### src/hw/rtl/btlpm_node_ram.sv
module btlpm_node_ram #(
	parameter int WIDTH = 8,
	parameter int DEPTH = 64
) (
	input  logic                     clk,
	input  logic                     we,
	input  logic [$clog2(DEPTH)-1:0] waddr,
	input  logic [WIDTH-1:0]         wdata,
	input  logic [$clog2(DEPTH)-1:0] raddr,
	output logic [WIDTH-1:0]         rdata
);

	logic [WIDTH-1:0] mem [DEPTH];

	always_ff @(posedge clk) begin
		if (we) begin
			mem[waddr] <= wdata;
		end
		rdata <= mem[raddr];
	end

endmodule

### config.mk
export PLATFORM = sky130hd
export DESIGN_NAME = btlpm_node_ram
export DESIGN_NICKNAME = d
export VERILOG_FILES = /design/src/hw/rtl/btlpm_node_ram.sv
export SDC_FILE = /design/constraint.sdc
export NUM_CORES = 1
export LEC_CHECK = 0
export BUFFER_PORTS_ARGS = -buffer_cell sky130_fd_sc_hd__buf_2
export CAP_MARGIN = 20
export CORE_MARGIN = 1
export CORE_UTILIZATION = 55
export DETAILED_ROUTE_END_ITERATION = 8
export PLACE_DENSITY = 0.82
export SLEW_MARGIN = 25
export SYNTH_ARGS = -nofsm -noshare
export SYNTH_HDL_FRONTEND = slang
export SYNTH_SLANG_ARGS = --single-unit
### constraint.sdc
create_clock -name clk -period 2.4 [get_ports clk]
set_input_delay 0.12 -clock clk [delete_from_list [all_inputs] [get_ports clk]]
set_output_delay 0.12 -clock clk [all_outputs]
set_load 0.01 [all_outputs]
==> impl_metrics.ini <==
[worst_setup_path]
arrival_ns = 2.65
worst_setup_path_start_kind = flip-flop
cp_max_fo = 1
ff2ff_path_depth = 5
crit_path_end_kind = flip-flop
crit_required_ns = 2.83
regToRegSetupSlack_ns = 0.18
crit_type = flip-flop to flip-flop

[pwr]
peakVddDrop_uv = 483
switchingPower_uw = 3820
p_sw_share_pct = 20.6
seq_power_share_pct = 54.4
leakage_uw = 0.00744
intPower_uw = 14700
clkPwrFrac_pct = 40.3
pwr_density_cell_mw_per_mm2 = 804
power_frac_comb_pct = 5.2

[synth]
netlist_area_sq_mm = 0.0202
yosysWarningCount = 0
syn_nets = 962
async_flop_share_pct = 0
syn_inst = 940
synth_flop_cell = edfxtp_1
ys_seq_area_share_pct = 77.0
synth-seq-cells = 520
synth_edf_count = 512
syn_area_per_cell_sq_um = 21.5
synthDistinctLibCells = 40

[grt]
grt_max_degree = 65
grt_pass1_vias = 10515
grt_first_pass_wirelength_um = 68200
globalRouteOverflowTotal = 0
grt_antenna_before_repair = 3
grtUsageTotal_pct = 25.1

[timing]
clock_skew_ns = 0.0170
max_freq_ghz = 0.451
finalHoldWorstSlack_ns = 0.0350
setup_violations = 0
worstMarginPinSlew_ns = 0.952
slew_headroom_pct = 36.3
hold_viol_final = 0
rsz0062_at_grt = false
min_period_ns = 2.22
period_share_pct = 92.3
slew_violations = 0
setup_tns_ns = 0

[detailed_routing]
wl_per_cell_um = 28.7
drt_iter0_drc = 1340
vias_per_cell = 6.49
drt-total-wl_um = 45400
num_vias = 10270
drc = 4
ant_nets = 0
dr.pass1.iters = 9

[outcome]
outcome = complete, but fails checks
violations = DRC

[clocking]
cts_setup_buffers = 0
cts_sinks = 520
htreeDepth = 2
clk_pin_slew_ns = 0.06
insertion_delay_ns = 0.57
cts_buffer_depth = 3
numCtsBuffers = 48
clk_root_buffer_cell = clkbuf_16
cts_tree = yes

[floorplanning]
fp-row-count = 69
core_sq_mm = 0.0358
num_io_pins = 30
die_x_um = 193
die_area_sq_mm = 0.0374
chipHeight_um = 193
start_util_pct = 56.3

[final_layout]
layout-drive-gt1-share_pct = 31.3
multi_input_area_sq_mm = 0.00432
nFillCells = 2140
final_nets = 1102
area_growth_pct = 14.4
final_cell_count_no_fill = 1582
final-seq-area_sq_mm = 0.0155

[placement]
portBuffers = 29
dp_cells = 1488
place_hpwl_um = 27800
gp_congestion = 0.879

[run]
maxCapViolCount = 0

[worst_hold_path]
hold_depth = 3
hold_path.class = input port to flip-flop
-- critical path: stages, from the launching register on --
cell and delay (ns):
edfxtp_1 0.37, mux4_2 0.47, mux2_2 0.28, o221a_2 0.30
nor3_1 0.50, o32ai_1 0.17
-- worst paths after layout --
check / start / end
max reg2reg: mem[21][6] / rdata[6]
min reg2reg: mem[31][6] / rdata[6]
max: mem[21][6] / rdata[6]
min: waddr[1] / mem[50][7]
-- Yosys cell counts, drive strengths merged, types with 4 or more instances --
| cell type | n | area, sq um |
|---|---|---|
| a211oi | 4 | 30.0 |
| a221oi | 6 | 52.6 |
| buf | 34 | 253 |
| clkbuf | 17 | 63.8 |
| dfxtp | 8 | 160 |
| edfxtp | 512 | 15400 |
| mux2 | 13 | 146 |
| mux2i | 23 | 230 |
| mux4 | 126 | 2840 |
| nand2 | 19 | 71.3 |
| nand2b | 7 | 43.8 |
| nand3 | 13 | 65.1 |
| nor2 | 83 | 312 |
| nor2b | 14 | 87.6 |
| nor3 | 7 | 35.0 |
| o21ai | 4 | 20.0 |
| o221ai | 8 | 70.1 |
| o22ai | 8 | 50.1 |
-- power groups by stage --
stage | registers (uW) | logic, uW | clock network [uW]
final | 10100 | 972 | 7480
after global routing | 10100 | 1020 | 7850
after CTS | 10100 | 961 | 7530
after detailed placement | 10300 | 944 | 0
after global placement | 10300 | 918 | 0
after floorplan | 10300 | 536 | 0
-- layout by cell type, fill, tap and decap left out, types with 10 or more instances in the layout --
cell type / n
clkinv_1: 10
mux2i_1: 23
edfxtp_1: 512
clkbuf_16: 50
buf_4: 106
mux2_2: 13
buf_2: 26
mux4_2: 126
nand3_1: 13
clkinv_2: 11
nand2_1: 19
nor2b_1: 14
nor2_1: 83
-- area by class of cell --
type	instances	area share (%)
antenna	3	0.0326
multi-input combinational	369	18.7
clock buffer	59	5.66
sequential	520	67.4
clock inverter	29	1.10
tap	461	2.50
timing repair buffer	141	4.64
-- metrics by stage --
step	worst slack (ns)	total power [uW]	cell area (sq um)	utilization, %
5_1_grt	0.135	19000	23100	64.3
6_report	0.185	18500	23100	64.4
4_1_cts	0.373	18600	23100	64.3
3_5_place_dp	0.0857	11200	21500	59.9
2_1_floorplan	0.612	10800	20200	-
3_3_place_gp	0.0735	11200	21500	59.9
-- logic make-up after synthesis --
group / share of synthesized area (%)
DFF: 77.0
muxes: 15.9
and+or+nand+nor: 3.39
AOI/OAI and AO/OA: 2.07
buffers and inverters: 1.57
-- sequential cells by signal, indices dropped and copies added (netlist names) --
register,cells
rdata,8
mem,512
-- timing repair --
action                    4_1_cts  5_1_grt
resized for setup               0        0
hold endpoints to repair       20        0
hold buffers                    3        0
-- routing by layer --
metal	GRT usage (%)	part of all wire, %	routed length [um]	up-vias
li1	-	-	-	4202
met1	34.5	37	16900	5279
met2	39.9	49	22100	658
met3	5.63	11	4780	127
met4	9.33	3.7	1660	4
met5	0	0.073	33	-
(Power assumes the default switching activity.)
